### src/rtl/qpcs_pkg.sv
package qpcs_pkg;

    // Store and counter sizes
    localparam int PENDING_DEPTH = 8;
    localparam int MAX_NEST      = 255;
    localparam int CNT_W         = $clog2(PENDING_DEPTH + 1);
    localparam int PTR_W         = (PENDING_DEPTH > 1) ? $clog2(PENDING_DEPTH) : 1;
    localparam int NEST_W        = $clog2(MAX_NEST + 1);
    localparam int IDX_W         = 16;
    localparam logic [IDX_W-1:0] COUNT_MAX = {IDX_W{1'b1}};

    // Characters with a role in the split
    localparam logic [7:0] CH_NUL    = 8'h00;
    localparam logic [7:0] CH_COMMA  = 8'h2C;
    localparam logic [7:0] CH_OPEN   = 8'h28;
    localparam logic [7:0] CH_CLOSE  = 8'h29;
    localparam logic [7:0] CH_SQUOTE = 8'h27;
    localparam logic [7:0] CH_DQUOTE = 8'h22;
    localparam logic [7:0] CH_SPACE  = 8'h20;
    localparam logic [7:0] CH_TAB    = 8'h09;
    localparam logic [7:0] CH_CR     = 8'h0D;

    // What one incoming byte means in the current scan state
    typedef struct packed {
        logic is_end;
        logic split;
        logic is_ws;
        logic quote_exit;
        logic quote_enter;
        logic quote_dbl;
        logic paren_open;
        logic paren_close;
    } char_class_t;

endpackage

### src/rtl/qpcs_classify.sv
module qpcs_classify
    import qpcs_pkg::*;
(
    input  logic [7:0]  char_code,
    input  logic        end_of_string,
    input  logic        in_quote,
    input  logic        quote_is_double,
    input  logic        paren_zero,
    output char_class_t cls
);

    logic [7:0] close_quote;

    assign close_quote = quote_is_double ? CH_DQUOTE : CH_SQUOTE;

    // Decode the byte against quote and nesting state
    always_comb
    begin
        cls.is_end      = end_of_string || (char_code == CH_NUL);
        cls.is_ws       = (char_code == CH_SPACE) || (char_code inside {[CH_TAB:CH_CR]});
        cls.quote_exit  = 1'b0;
        cls.quote_enter = 1'b0;
        cls.quote_dbl   = 1'b0;
        cls.paren_open  = 1'b0;
        cls.paren_close = 1'b0;
        cls.split       = 1'b0;
        if (!cls.is_end)
        begin
            if (in_quote)
            begin
                cls.quote_exit = (char_code == close_quote);
            end
            else
            begin
                cls.split       = (char_code == CH_COMMA) && paren_zero;
                cls.quote_enter = (char_code == CH_SQUOTE) || (char_code == CH_DQUOTE);
                cls.quote_dbl   = (char_code == CH_DQUOTE);
                cls.paren_open  = (char_code == CH_OPEN);
                cls.paren_close = (char_code == CH_CLOSE);
            end
        end
    end

endmodule

### src/rtl/quote_paren_aware_comma_splitter.sv
// Splits a byte stream on commas outside quotes and parentheses, trims
// whitespace from each token and drops empty tokens. One byte enters per
// cycle unless stalled; each result leaves through a single output
// register. A byte that releases held whitespace gives n+1 results, where
// n is the number of held whitespace bytes (at most PENDING_DEPTH): the
// held bytes, then the byte itself, one per cycle while the output is not
// stalled. An end item with an open token gives an end-of-token mark, then
// string done. The item channel stalls while those extra results drain
// and whenever the output register is full and stalled.
module quote_paren_aware_comma_splitter
    import qpcs_pkg::*;
(
    input  logic             clk,
    input  logic             rst_n,
    input  logic             item_valid,
    output logic             item_stall,
    input  logic [7:0]       char_code,
    input  logic             end_of_string,
    output logic             result_valid,
    input  logic             result_stall,
    output logic [1:0]       kind,
    output logic [7:0]       char_out,
    output logic [IDX_W-1:0] token_index,
    output logic [IDX_W-1:0] token_total,
    output logic             overflow,
    output logic             last
);

    typedef enum logic [1:0] {
        KIND_BYTE      = 2'd0,
        KIND_TOKEN_END = 2'd1,
        KIND_DONE      = 2'd2
    } kind_t;

    // Scan state
    logic              in_quote_reg, in_quote_next;
    logic              qdbl_reg, qdbl_next;
    logic [NEST_W-1:0] depth_reg, depth_next;
    logic              started_reg, started_next;
    logic [CNT_W-1:0]  pcount_reg, pcount_next;
    logic [IDX_W-1:0]  tc_reg, tc_next;
    logic              ovf_reg, ovf_next;
    logic [7:0]        pend_reg [PENDING_DEPTH];

    // Drain sequencer
    logic              seq_active_reg, seq_active_next;
    logic [CNT_W-1:0]  seq_pos_reg, seq_pos_next;
    logic [CNT_W-1:0]  seq_cnt_reg, seq_cnt_next;
    logic [IDX_W-1:0]  seq_idx_reg, seq_idx_next;
    kind_t             seq_kind_reg, seq_kind_next;
    logic [7:0]        seq_char_reg, seq_char_next;
    logic [IDX_W-1:0]  seq_total_reg, seq_total_next;
    logic              seq_ovf_reg, seq_ovf_next;

    // Output register
    logic              out_valid_reg, out_valid_next;
    kind_t             out_kind_reg, out_kind_next;
    logic [7:0]        out_char_reg, out_char_next;
    logic [IDX_W-1:0]  out_idx_reg, out_idx_next;
    logic [IDX_W-1:0]  out_total_reg, out_total_next;
    logic              out_ovf_reg, out_ovf_next;
    logic              out_last_reg, out_last_next;

    char_class_t       cls;
    logic              out_load;
    logic              acc;
    logic [IDX_W-1:0]  tc_inc;
    logic              pend_wr;

    qpcs_classify u_classify (
        .char_code       (char_code),
        .end_of_string   (end_of_string),
        .in_quote        (in_quote_reg),
        .quote_is_double (qdbl_reg),
        .paren_zero      (depth_reg == '0),
        .cls             (cls)
    );

    // Handshake: the output register frees when empty or taken
    assign out_load   = !out_valid_reg || !result_stall;
    assign item_stall = seq_active_reg || !out_load;
    assign acc        = item_valid && !item_stall;
    assign tc_inc     = (started_reg && (tc_reg != COUNT_MAX)) ? tc_reg + 1'b1 : tc_reg;

    assign result_valid = out_valid_reg;
    assign kind         = out_kind_reg;
    assign char_out     = out_char_reg;
    assign token_index  = out_idx_reg;
    assign token_total  = out_total_reg;
    assign overflow     = out_ovf_reg;
    assign last         = out_last_reg;

    always_comb
    begin
        in_quote_next   = in_quote_reg;
        qdbl_next       = qdbl_reg;
        depth_next      = depth_reg;
        started_next    = started_reg;
        pcount_next     = pcount_reg;
        tc_next         = tc_reg;
        ovf_next        = ovf_reg;
        pend_wr         = 1'b0;
        seq_active_next = seq_active_reg;
        seq_pos_next    = seq_pos_reg;
        seq_cnt_next    = seq_cnt_reg;
        seq_idx_next    = seq_idx_reg;
        seq_kind_next   = seq_kind_reg;
        seq_char_next   = seq_char_reg;
        seq_total_next  = seq_total_reg;
        seq_ovf_next    = seq_ovf_reg;
        out_valid_next  = out_valid_reg;
        out_kind_next   = out_kind_reg;
        out_char_next   = out_char_reg;
        out_idx_next    = out_idx_reg;
        out_total_next  = out_total_reg;
        out_ovf_next    = out_ovf_reg;
        out_last_next   = out_last_reg;

        // Drop the result once taken
        if (out_load)
        begin
            out_valid_next = 1'b0;
        end

        // Advance the drain: held bytes first, then the closing result
        if (seq_active_reg && out_load)
        begin
            out_valid_next = 1'b1;
            out_idx_next   = seq_idx_reg;
            out_total_next = '0;
            out_ovf_next   = 1'b0;
            if (seq_pos_reg < seq_cnt_reg)
            begin
                out_kind_next = KIND_BYTE;
                out_char_next = pend_reg[seq_pos_reg[PTR_W-1:0]];
                out_last_next = 1'b0;
                seq_pos_next  = seq_pos_reg + 1'b1;
            end
            else
            begin
                out_kind_next   = seq_kind_reg;
                out_char_next   = seq_char_reg;
                out_total_next  = seq_total_reg;
                out_ovf_next    = seq_ovf_reg;
                out_last_next   = 1'b1;
                seq_active_next = 1'b0;
            end
        end

        // Take a new item
        if (acc)
        begin
            if (cls.is_end)
            begin
                // Close any open token, report, and return to reset state
                out_valid_next = 1'b1;
                out_char_next  = 8'h00;
                if (started_reg)
                begin
                    out_kind_next   = KIND_TOKEN_END;
                    out_idx_next    = tc_reg;
                    out_total_next  = '0;
                    out_ovf_next    = 1'b0;
                    out_last_next   = 1'b0;
                    seq_active_next = 1'b1;
                    seq_pos_next    = '0;
                    seq_cnt_next    = '0;
                    seq_idx_next    = '0;
                    seq_kind_next   = KIND_DONE;
                    seq_char_next   = 8'h00;
                    seq_total_next  = tc_inc;
                    seq_ovf_next    = ovf_reg;
                end
                else
                begin
                    out_kind_next  = KIND_DONE;
                    out_idx_next   = '0;
                    out_total_next = tc_reg;
                    out_ovf_next   = ovf_reg;
                    out_last_next  = 1'b1;
                end
                in_quote_next = 1'b0;
                qdbl_next     = 1'b0;
                depth_next    = '0;
                started_next  = 1'b0;
                pcount_next   = '0;
                tc_next       = '0;
                ovf_next      = 1'b0;
            end
            else if (cls.split)
            begin
                // Split comma: mark the token end, drop held whitespace
                if (started_reg)
                begin
                    out_valid_next = 1'b1;
                    out_kind_next  = KIND_TOKEN_END;
                    out_char_next  = 8'h00;
                    out_idx_next   = tc_reg;
                    out_total_next = '0;
                    out_ovf_next   = 1'b0;
                    out_last_next  = 1'b1;
                end
                tc_next      = tc_inc;
                started_next = 1'b0;
                pcount_next  = '0;
            end
            else
            begin
                // Track quotes and nesting
                if (cls.quote_exit)
                begin
                    in_quote_next = 1'b0;
                    qdbl_next     = 1'b0;
                end
                if (cls.quote_enter)
                begin
                    in_quote_next = 1'b1;
                    qdbl_next     = cls.quote_dbl;
                end
                if (cls.paren_open && (depth_reg != NEST_W'(MAX_NEST)))
                begin
                    depth_next = depth_reg + 1'b1;
                end
                if (cls.paren_close && (depth_reg != '0))
                begin
                    depth_next = depth_reg - 1'b1;
                end

                if (cls.is_ws)
                begin
                    // Hold whitespace inside a token, flag when full
                    if (started_reg)
                    begin
                        if (pcount_reg < CNT_W'(PENDING_DEPTH))
                        begin
                            pend_wr     = 1'b1;
                            pcount_next = pcount_reg + 1'b1;
                        end
                        else
                        begin
                            ovf_next = 1'b1;
                        end
                    end
                end
                else
                begin
                    // Release held whitespace, then the byte itself
                    out_valid_next = 1'b1;
                    out_kind_next  = KIND_BYTE;
                    out_idx_next   = tc_reg;
                    out_total_next = '0;
                    out_ovf_next   = 1'b0;
                    if (pcount_reg != '0)
                    begin
                        out_char_next   = pend_reg[0];
                        out_last_next   = 1'b0;
                        seq_active_next = 1'b1;
                        seq_pos_next    = CNT_W'(1);
                        seq_cnt_next    = pcount_reg;
                        seq_idx_next    = tc_reg;
                        seq_kind_next   = KIND_BYTE;
                        seq_char_next   = char_code;
                        seq_total_next  = '0;
                        seq_ovf_next    = 1'b0;
                    end
                    else
                    begin
                        out_char_next = char_code;
                        out_last_next = 1'b1;
                    end
                    pcount_next  = '0;
                    started_next = 1'b1;
                end
            end
        end
    end

    // Hold control state
    always_ff @(posedge clk or negedge rst_n)
    begin
        if (!rst_n)
        begin
            in_quote_reg   <= 1'b0;
            qdbl_reg       <= 1'b0;
            depth_reg      <= '0;
            started_reg    <= 1'b0;
            pcount_reg     <= '0;
            tc_reg         <= '0;
            ovf_reg        <= 1'b0;
            seq_active_reg <= 1'b0;
            out_valid_reg  <= 1'b0;
        end
        else
        begin
            in_quote_reg   <= in_quote_next;
            qdbl_reg       <= qdbl_next;
            depth_reg      <= depth_next;
            started_reg    <= started_next;
            pcount_reg     <= pcount_next;
            tc_reg         <= tc_next;
            ovf_reg        <= ovf_next;
            seq_active_reg <= seq_active_next;
            out_valid_reg  <= out_valid_next;
        end
    end

    // Hold payload
    always_ff @(posedge clk)
    begin
        if (pend_wr)
        begin
            pend_reg[pcount_reg[PTR_W-1:0]] <= char_code;
        end
        seq_pos_reg   <= seq_pos_next;
        seq_cnt_reg   <= seq_cnt_next;
        seq_idx_reg   <= seq_idx_next;
        seq_kind_reg  <= seq_kind_next;
        seq_char_reg  <= seq_char_next;
        seq_total_reg <= seq_total_next;
        seq_ovf_reg   <= seq_ovf_next;
        out_kind_reg  <= out_kind_next;
        out_char_reg  <= out_char_next;
        out_idx_reg   <= out_idx_next;
        out_total_reg <= out_total_next;
        out_ovf_reg   <= out_ovf_next;
        out_last_reg  <= out_last_next;
    end

    // The drain never reads past the held bytes
    a_seq_bound: assert property (@(posedge clk) disable iff (!rst_n)
        seq_active_reg |-> (seq_pos_reg <= seq_cnt_reg))
        else $error("drain position beyond held count");

    // Held count never exceeds the store
    a_pend_bound: assert property (@(posedge clk) disable iff (!rst_n)
        pcount_reg <= CNT_W'(PENDING_DEPTH))
        else $error("held whitespace count beyond store depth");

    // String done is always the last result of its item
    a_done_last: assert property (@(posedge clk) disable iff (!rst_n)
        (out_valid_reg && (out_kind_reg == KIND_DONE)) |-> out_last_reg)
        else $error("string done result not marked last");

    // End of string returns the scan state to rest
    a_end_clears: assert property (@(posedge clk) disable iff (!rst_n)
        (acc && cls.is_end) |=> ((depth_reg == '0) && (pcount_reg == '0)
                                 && !in_quote_reg && !started_reg))
        else $error("scan state not cleared after end of string");

    // Marks carry no byte
    a_mark_zero: assert property (@(posedge clk) disable iff (!rst_n)
        (out_valid_reg && (out_kind_reg != KIND_BYTE)) |-> (out_char_reg == 8'h00))
        else $error("non-byte result carries a byte");

endmodule

### config.mk
export PLATFORM = sky130hd
export DESIGN_NAME = quote_paren_aware_comma_splitter
export DESIGN_NICKNAME = d
export VERILOG_FILES = /design/src/rtl/qpcs_pkg.sv /design/src/rtl/qpcs_classify.sv /design/src/rtl/quote_paren_aware_comma_splitter.sv
export SDC_FILE = /design/constraint.sdc
export NUM_CORES = 1
export LEC_CHECK = 0
export BUFFER_PORTS_ARGS = -buffer_cell sky130_fd_sc_hd__buf_2
export CAP_MARGIN = 20
export CORE_AREA = 2 2 137 139
export CTS_BUF_LIST = sky130_fd_sc_hd__clkbuf_8
export CTS_CLUSTER_SIZE = 30
export DETAILED_ROUTE_END_ITERATION = 6
export DIE_AREA = 0 0 139 141
export PLACE_DENSITY = 0.77
export SLEW_MARGIN = 10
export SYNTH_ARGS = -nofsm -noshare
export SYNTH_HDL_FRONTEND = slang
export SYNTH_SLANG_ARGS = --single-unit
### constraint.sdc
create_clock -name clk -period 6.55 [get_ports clk]
set_input_delay 0.9825 -clock clk [delete_from_list [all_inputs] [get_ports clk]]
set_output_delay 0.9825 -clock clk [all_outputs]
set_load 0.1 [all_outputs]
==> metrics.json, run 1 <==
{
  "run_status": {"value": "complete, no violations"},
  "avgSynthCellArea": {"value": 11.6, "unit": "sq um"},
  "grt_start_max_net_pins": {"value": 45},
  "largest_register_ffs": {"value": 64},
  "start_util": {"value": 49.0, "unit": "%"},
  "grt.total_usage": {"value": 21.1, "unit": "%"},
  "globalplace.congestion": {"value": 0.848},
  "synthMostInstantiatedCell": {"value": "edfxtp_1"},
  "synth_cells": {"value": 772},
  "synth_ff_type": {"value": "edfxtp_1"},
  "max_slew_margin": {"value": 31.3, "unit": "%"},
  "via_count_of_the_first_global_routing_pass": {"value": 5975},
  "crit_type": {"value": "input pin to flop"},
  "postCtsSetupRepairBufs": {"value": 0},
  "cts_resized": {"value": 0},
  "floorplan.rows": {"value": 50},
  "postCtsHoldBufs": {"value": 0},
  "hold_path_end": {"value": "token_index[3]"},
  "ant_nets": {"value": 0},
  "relative_area_change_from_synthesis_to_final_layout": {"value": 9.77, "unit": "%"},
  "setup_viol": {"value": 0},
  "floorplan.die.height": {"value": 141, "unit": "um"},
  "vias": {"value": 6215},
  "post_synth_edffs": {"value": 110},
  "yosysWarnings": {"value": 0},
  "ctsLongestPathBuffers": {"value": 2},
  "route.detailed.drc": {"value": 0},
  "ff2ff_setup_slack": {"value": 3.33, "unit": "ns"},
  "worst_setup_hold_path_clk_slew": {"value": 0.10, "unit": "ns"},
  "htree_levels": {"value": 4},
  "placeableCoreArea": {"value": 0.0183, "unit": "sq mm"},
  "rr_worst_depth": {"value": 6},
  "asyncSetResetFlopFracSynth": {"value": 17.7, "unit": "%"},
  "vias_per_cell": {"value": 5.90},
  "p_total": {"value": 0.00407, "unit": "W"},
  "buffer_ports.inserted": {"value": 58},
  "rsz0062_at_grt": {"value": "false"},
  "number_of_antenna_violations_at_the_first_check_in_global_routing": {"value": 1},
  "worst_endpoint_required_time": {"value": 6.68, "unit": "ns"},
  "cpPeakStageDelay": {"value": 0.57, "unit": "ns"},
  "timing.critical_path.to_type": {"value": "flop"},
  "yosysTopAreaCellShare": {"value": 36.9, "unit": "%"},
  "ios": {"value": 59},
  "crit_buf_inv": {"value": 3},
  "fill_cells": {"value": 1517},
  "max-cap-violations": {"value": 0},
  "pwr_density_cell": {"value": 415, "unit": "mW/mm^2"},
  "tritoncts.num_buffers": {"value": 17},
  "worst_r2r_startpoint": {"value": "seq_pos_reg[1]"},
  "clock_tree_from_tritoncts": {"value": "done"},
  "yosys.area.top_type": {"value": "edfxtp_1"},
  "largest_cells_by_area_after_synthesis": {"value": "edfxtp_1, dfxtp_1, dfrtp_1, mux4_2, nand2_1"},
  "period_minus_slack": {"value": 3.67, "unit": "ns"},
  "max_slew.worst_pin.slew": {"value": 1.02, "unit": "ns"},
  "postSynthNetCount": {"value": 799},
  "dr.first_iter.drc_count": {"value": 642},
  "preCtsSetupSlack": {"value": 2.38, "unit": "ns"},
  "fin_skew": {"value": 0.0135, "unit": "ns"},
  "min_period_over_period": {"value": 56.1, "unit": "%"},
  "r2r_end": {"value": "seq_pos_reg[3]"},
  "vdd.ir_drop.worst": {"value": 0.000337, "unit": "V"},
  "finalMaxSlewViolations": {"value": 0},
  "hold_violations": {"value": 0},
  "critPathSlowestCell": {"value": "a21oi_4"},
  "cp_common_cell": {"value": "buf_4"},
  "clock_tree.root_cell": {"value": "clkbuf_8"},
  "insertion_delay": {"value": 0.47, "unit": "ns"},
  "critPathLaunchType": {"value": "input pin"},
  "synth_seq_area_share": {"value": 57.2, "unit": "%"},
  "yosys-top-cells-count": {"value": "edfxtp_1, nand2_1, nor2_1"},
  "cts.sink_count": {"value": 192},
  "hold_class": {"value": "flop to flop"},
  "finalSetupTns": {"value": 0, "unit": "ns"},
  "detail_route.wl_per_cell": {"value": 19.1, "unit": "um"},
  "worst-path-max-fanout": {"value": 44},
  "detail_route.first_pass.iterations": {"value": 6},
  "cp_data_arrival_time": {"value": 3.80, "unit": "ns"},
  "critPathTopFamily": {"value": "buffers and inverters"},
  "design.die.area": {"value": 0.0196, "unit": "sq mm"},
  "postLayoutSetupSlackWorst": {"value": 2.88, "unit": "ns"},
  "floorplan.die.width": {"value": 139, "unit": "um"},
  "timing.hold.worst_path_depth": {"value": 2},
  "synth.cell_area": {"value": 0.00894, "unit": "sq mm"},
  "cell_variety_after_synth": {"value": 68},
  "hp-start": {"value": "seq_idx_reg[3]"},
  "ys_ff_latch": {"value": 192},
  "global_route_wire_length_before_repair": {"value": 32.5, "unit": "mm"},
  "layout-drive-gt1-share": {"value": 18.3, "unit": "%"},
  "finish.net_count": {"value": 832},
  "detailed_route_wl": {"value": 20.1, "unit": "mm"},
  "gr-total-overflow": {"value": 0},
  "p_leak": {"value": 3.64, "unit": "nW"},
  "worstPathCellList": {"value": "buf_2 > nor4_2 > a31oi_4 > buf_4 > o21ai_1 > or3_1 > a21oi_4 > buf_4"},
  "clock.fmax": {"value": 272, "unit": "MHz"},
  "place.detailed.hpwl": {"value": 13.5, "unit": "mm"}
}
-- routing by layer --
| metal | up-vias | part of all wire (%) | wire [um] | track usage (%) |
|---|---|---|---|---|
| met2 | 231 | 48 | 9660 | 33.8 |
| li1 | 2897 | - | - | - |
| met1 | 3055 | 43 | 8680 | 29.4 |
| met3 | 32 | 6.5 | 1300 | 3.57 |
| met4 | 0 | 2.1 | 422 | 7.39 |
| met5 | - | 0 | 0 | 0 |
-- layout by cell type, fill, tap and decap left out, drive strengths merged, types with 17 or more instances in the layout --
cell and count:
nand2 87, dfxtp 48, dfrtp 34, edfxtp 110
and2 23, inv 23, nor2b 19, clkbuf 17
a22oi 18, nor2 53, a21oi 31, o2bb2ai 17
mux2i 18, buf 67, xnor2 18, o21ai 51
-- cells by family (layout without fill, tap and decap cells) --
kind of cell / Yosys count / after routing / synth area share [%]
flip-flops: 192 / 192 / 57.2
AND/OR/NAND/NOR: 245 / 245 / 13.5
other: 0 / 1 / 0
buffers and inverters: 67 / 113 / 3.26
XOR/XNOR: 25 / 25 / 2.45
AO/OA/AOI/OAI: 187 / 187 / 14.5
multiplexers: 42 / 42 / 7.05
adder cells (fa/ha/maj): 14 / 14 / 2.04
-- power breakdown --
group	internal, W	leakage (nW)	total, W	switching (W)
logic	0.000405	1.55	0.00171	0.00130
clock network	0.000330	0.215	0.000801	0.000471
registers	0.00143	1.87	0.00156	0.000129
-- how the worst max path moves through the flow --
stage / endpoint / from / cells after the start / slack, ns
CTS: seq_total_reg[2] / char_code[3] / 8 / 2.91
floorplan: seq_char_reg[0] / char_code[2] / 6 / 1.61
global placement: seq_idx_reg[11] / char_code[3] / 8 / 2.47
detailed placement: seq_idx_reg[9] / char_code[3] / 8 / 2.38
finish: seq_total_reg[8] / char_code[3] / 8 / 2.88
global route: seq_total_reg[2] / char_code[3] / 8 / 2.74
-- metrics by stage --
| step | instances | util, % | instance area (sq um) | hold slack (ns) |
|---|---|---|---|---|
| finish | 1053 | 53.7 | 9820 | 0.522 |
| CTS | 1052 | 53.7 | 9810 | 0.524 |
| detailed placement | 1020 | 51.4 | 9390 | 0.505 |
| global placement | 1019 | 51.4 | 9380 | 0.493 |
| floorplan | 772 | - | 8940 | 0.456 |
| global route | 1053 | 53.7 | 9820 | 0.557 |
-- layout make-up --
class	instances	area, sq um	area share, %
Sequential cell	192	5110	52.1
Multi-Input combinational cell	513	3570	36.4
Timing Repair Buffer	67	358	3.65
Tap cell	234	293	2.98
Clock buffer	17	234	2.38
Clock inverter	15	189	1.92
Inverter	14	52.6	0.535
Antenna cell	1	2.50	0.0255
-- tightest hold or removal path: cells and delay by family, from the launching register on --
kind / cells / cell delay, ns
compound gates: 1 / 0.10
mux: 1 / 0.06
flops: 1 / 0.33
Note: power is estimated with default switching activity, not from simulation.
==> inputs of run 2 (changes only) <==
Clock period 6.55 ns to 3.6 ns, I/O delays scaled along.
==> metrics.json, run 2 (synthesis results as in run 1) <==
{
  "gr-total-overflow": {"value": 0, "change": "unchanged"},
  "p_leak": {"value": 3.69, "unit": "nW", "change": "+1.5%"},
  "setup_viol": {"value": 0, "change": "unchanged"},
  "rsz0062_at_grt": {"value": "false"},
  "grt_start_max_net_pins": {"value": 51, "change": "+13%"},
  "timing.critical_path.to_type": {"value": "flop"},
  "insertion_delay": {"value": 0.47, "unit": "ns", "change": "about the same"},
  "clock.fmax": {"value": 345, "unit": "MHz"},
  "postCtsHoldBufs": {"value": 0, "change": "unchanged"},
  "detail_route.wl_per_cell": {"value": 19.4, "unit": "um", "change": "+1.9%"},
  "ctsLongestPathBuffers": {"value": 2, "change": "unchanged"},
  "postLayoutSetupSlackWorst": {"value": 0.705, "unit": "ns", "change": "-2.17 ns"},
  "largest_register_ffs": {"value": 64, "change": "unchanged"},
  "preCtsSetupSlack": {"value": 0.404, "unit": "ns", "change": "-1.98 ns"},
  "cts_resized": {"value": 0, "change": "unchanged"},
  "htree_levels": {"value": 4, "change": "unchanged"},
  "p_total": {"value": 0.00739, "unit": "W", "change": "+82%"},
  "finish.net_count": {"value": 847, "change": "+1.8%"},
  "max_slew_margin": {"value": 37.4, "unit": "%", "change": "+6.1 points"},
  "layout_common_cells": {"value": "edfxtp_1, nand2_1, buf_2, nor2_1, dfxtp_1"},
  "period_minus_slack": {"value": 2.89, "unit": "ns"},
  "dr.first_iter.drc_count": {"value": 658, "change": "+2.5%"},
  "worstPathCellList": {"value": "nor4_1 > a21oi_1 > nand3_1 > inv_1 > fa_1 > a21o_1 > a21oi_1 > o21bai_1 > a21oi_1 > xnor2_1 > a22o_1"},
  "cp_data_arrival_time": {"value": 3.26, "unit": "ns", "change": "-0.54 ns"},
  "floorplan.rows": {"value": 50, "change": "unchanged"},
  "postCtsSetupRepairBufs": {"value": 0, "change": "unchanged"},
  "detailed_route_wl": {"value": 20.7, "unit": "mm", "change": "+3.3%"},
  "grt.total_usage": {"value": 21.4, "unit": "%", "change": "+0.34 points"},
  "detail_route.first_pass.iterations": {"value": 5, "change": "-1"},
  "cts.sink_count": {"value": 192, "change": "unchanged"},
  "globalplace.congestion": {"value": 0.847, "change": "-0.12%"},
  "buffer_ports.inserted": {"value": 58, "change": "unchanged"},
  "fill_cells": {"value": 1519, "change": "+0.13%"},
  "crit_type": {"value": "flop to flop"},
  "cp_common_cell": {"value": "a21oi_1"},
  "vias_per_cell": {"value": 5.96, "change": "+0.91%"},
  "run_status": {"value": "complete, no violations"},
  "worst-path-max-fanout": {"value": 7, "change": "-84%"},
  "hold_class": {"value": "input pin to asynchronous set/reset pin"},
  "floorplan.die.height": {"value": 141, "unit": "um", "change": "unchanged"},
  "vias": {"value": 6355, "change": "+2.3%"},
  "min_period_over_period": {"value": 80.4, "unit": "%"},
  "finalSetupTns": {"value": 0, "unit": "ns", "change": "unchanged"},
  "clock_tree.root_cell": {"value": "clkbuf_8"},
  "critPathLaunchType": {"value": "flop"},
  "layout-drive-gt1-share": {"value": 19.4, "unit": "%", "change": "+1.1 points"},
  "ios": {"value": 59, "change": "unchanged"},
  "number_of_antenna_violations_at_the_first_check_in_global_routing": {"value": 0, "change": "-1"},
  "placeableCoreArea": {"value": 0.0183, "unit": "sq mm", "change": "unchanged"},
  "vdd.ir_drop.worst": {"value": 0.000642, "unit": "V", "change": "+91%"},
  "fin_skew": {"value": 0.0190, "unit": "ns", "change": "+0.00546 ns"},
  "final_common_cell": {"value": "edfxtp_1"},
  "finalMaxSlewViolations": {"value": 0, "change": "unchanged"},
  "antenna_cells": {"value": 0, "change": "-1"},
  "route.detailed.drc": {"value": 0, "change": "unchanged"},
  "hold_violations": {"value": 0, "change": "unchanged"},
  "design.die.area": {"value": 0.0196, "unit": "sq mm", "change": "unchanged"},
  "relative_area_change_from_synthesis_to_final_layout": {"value": 10.5, "unit": "%"},
  "max_slew.worst_pin.slew": {"value": 0.938, "unit": "ns", "change": "-0.0809 ns"},
  "via_count_of_the_first_global_routing_pass": {"value": 6163, "change": "+3.1%"},
  "floorplan.die.width": {"value": 139, "unit": "um", "change": "unchanged"},
  "pwr_density_cell": {"value": 748, "unit": "mW/mm^2", "change": "+81%"},
  "global_route_wire_length_before_repair": {"value": 33.2, "unit": "mm", "change": "+2.3%"},
  "clock_tree_from_tritoncts": {"value": "done"},
  "place.detailed.hpwl": {"value": 14.2, "unit": "mm", "change": "+5.6%"},
  "start_util": {"value": 49.0, "unit": "%", "change": "unchanged"},
  "worst_setup_hold_path_clk_slew": {"value": 0.11, "unit": "ns", "change": "about the same"},
  "ant_nets": {"value": 0, "change": "unchanged"},
  "worst_endpoint_required_time": {"value": 3.96, "unit": "ns", "change": "-2.72 ns"},
  "critPathSlowestCell": {"value": "nor4_1"},
  "cpPeakStageDelay": {"value": 0.47, "unit": "ns", "change": "-0.10 ns"},
  "tritoncts.num_buffers": {"value": 17, "change": "unchanged"},
  "max-cap-violations": {"value": 0, "change": "unchanged"}
}
-- run 2: cell count changes in the layout (fill, tap and decap cells not counted), sizes merged --
cell	before	now
buf	67	82
diode	1	0
inv	23	22
clkinvlp	0	1
-- run 2: final timing paths --
| kind | from | endpoint | slack [ns] | cells past startpoint |
|---|---|---|---|---|
| min in group clk | char_code[0] | pend_reg[5][0] | 0.43 | 1 |
| min reg2reg | seq_active_reg | seq_active_reg | 0.52 | 1 |
| max reg2reg | depth_reg[1] | depth_reg[6] | 0.71 | 11 |
| max in group asynchronous | rst_n | depth_reg[3] | 2.88 | 1 |
| max | depth_reg[1] | depth_reg[6] | 0.71 | 11 |
| min | rst_n | tc_reg[5] | 0.17 | 1 |
-- run 2: power breakdown --
part / switching [W] / total (W) / internal, W
Sequential: 0.000242 / 0.00285 / 0.00261
Combinational: 0.00243 / 0.00320 / 0.000772
Clock: 0.000779 / 0.00134 / 0.000558
Total: 0.00345 / 0.00739 / 0.00394
-- run 2: per-stage QoR --
stage	area (sq um)	utilization, %	hold WS [ns]	cells
finish	9880	54.1	0.166	1067
global route	9880	54.1	0.201	1067
CTS	9880	54.1	0.174	1067
detailed placement	9510	52.0	0.505	1035
global placement	9510	52.0	0.475	1035
floorplan	8950	-	0.244	772
-- run 2: critical path, delay by kind of cell (launching register included) --
| family | cells | cell delay, ns |
|---|---|---|
| AO/OA/AOI/OAI | 6 | 1.03 |
| adder cells (fa/ha/maj) | 1 | 0.43 |
| XOR/XNOR | 1 | 0.08 |
| flip-flops | 1 | 0.45 |
| buffers and inverters | 1 | 0.16 |
| AND/OR/NAND/NOR | 2 | 0.63 |
-- run 2: metal layers --
metal	global-route usage (%)	part of all wire (%)	vias to the layer above	routed length, um
li1	-	-	2926	-
met1	30.7	44	3177	9150
met2	33.6	47	228	9830
met3	3.70	6.7	24	1400
met4	6.80	1.6	0	329
met5	0	0	-	0
-- run 2: layout make-up --
class	count	area (sq um)	area share [%]
Tap cell	234	293	2.96
Clock buffer	17	234	2.37
Clock inverter	15	135	1.37
Timing Repair Buffer	82	483	4.89
Sequential cell	192	5110	51.8
Inverter	14	52.6	0.532
Multi-Input combinational cell	513	3560	36.1
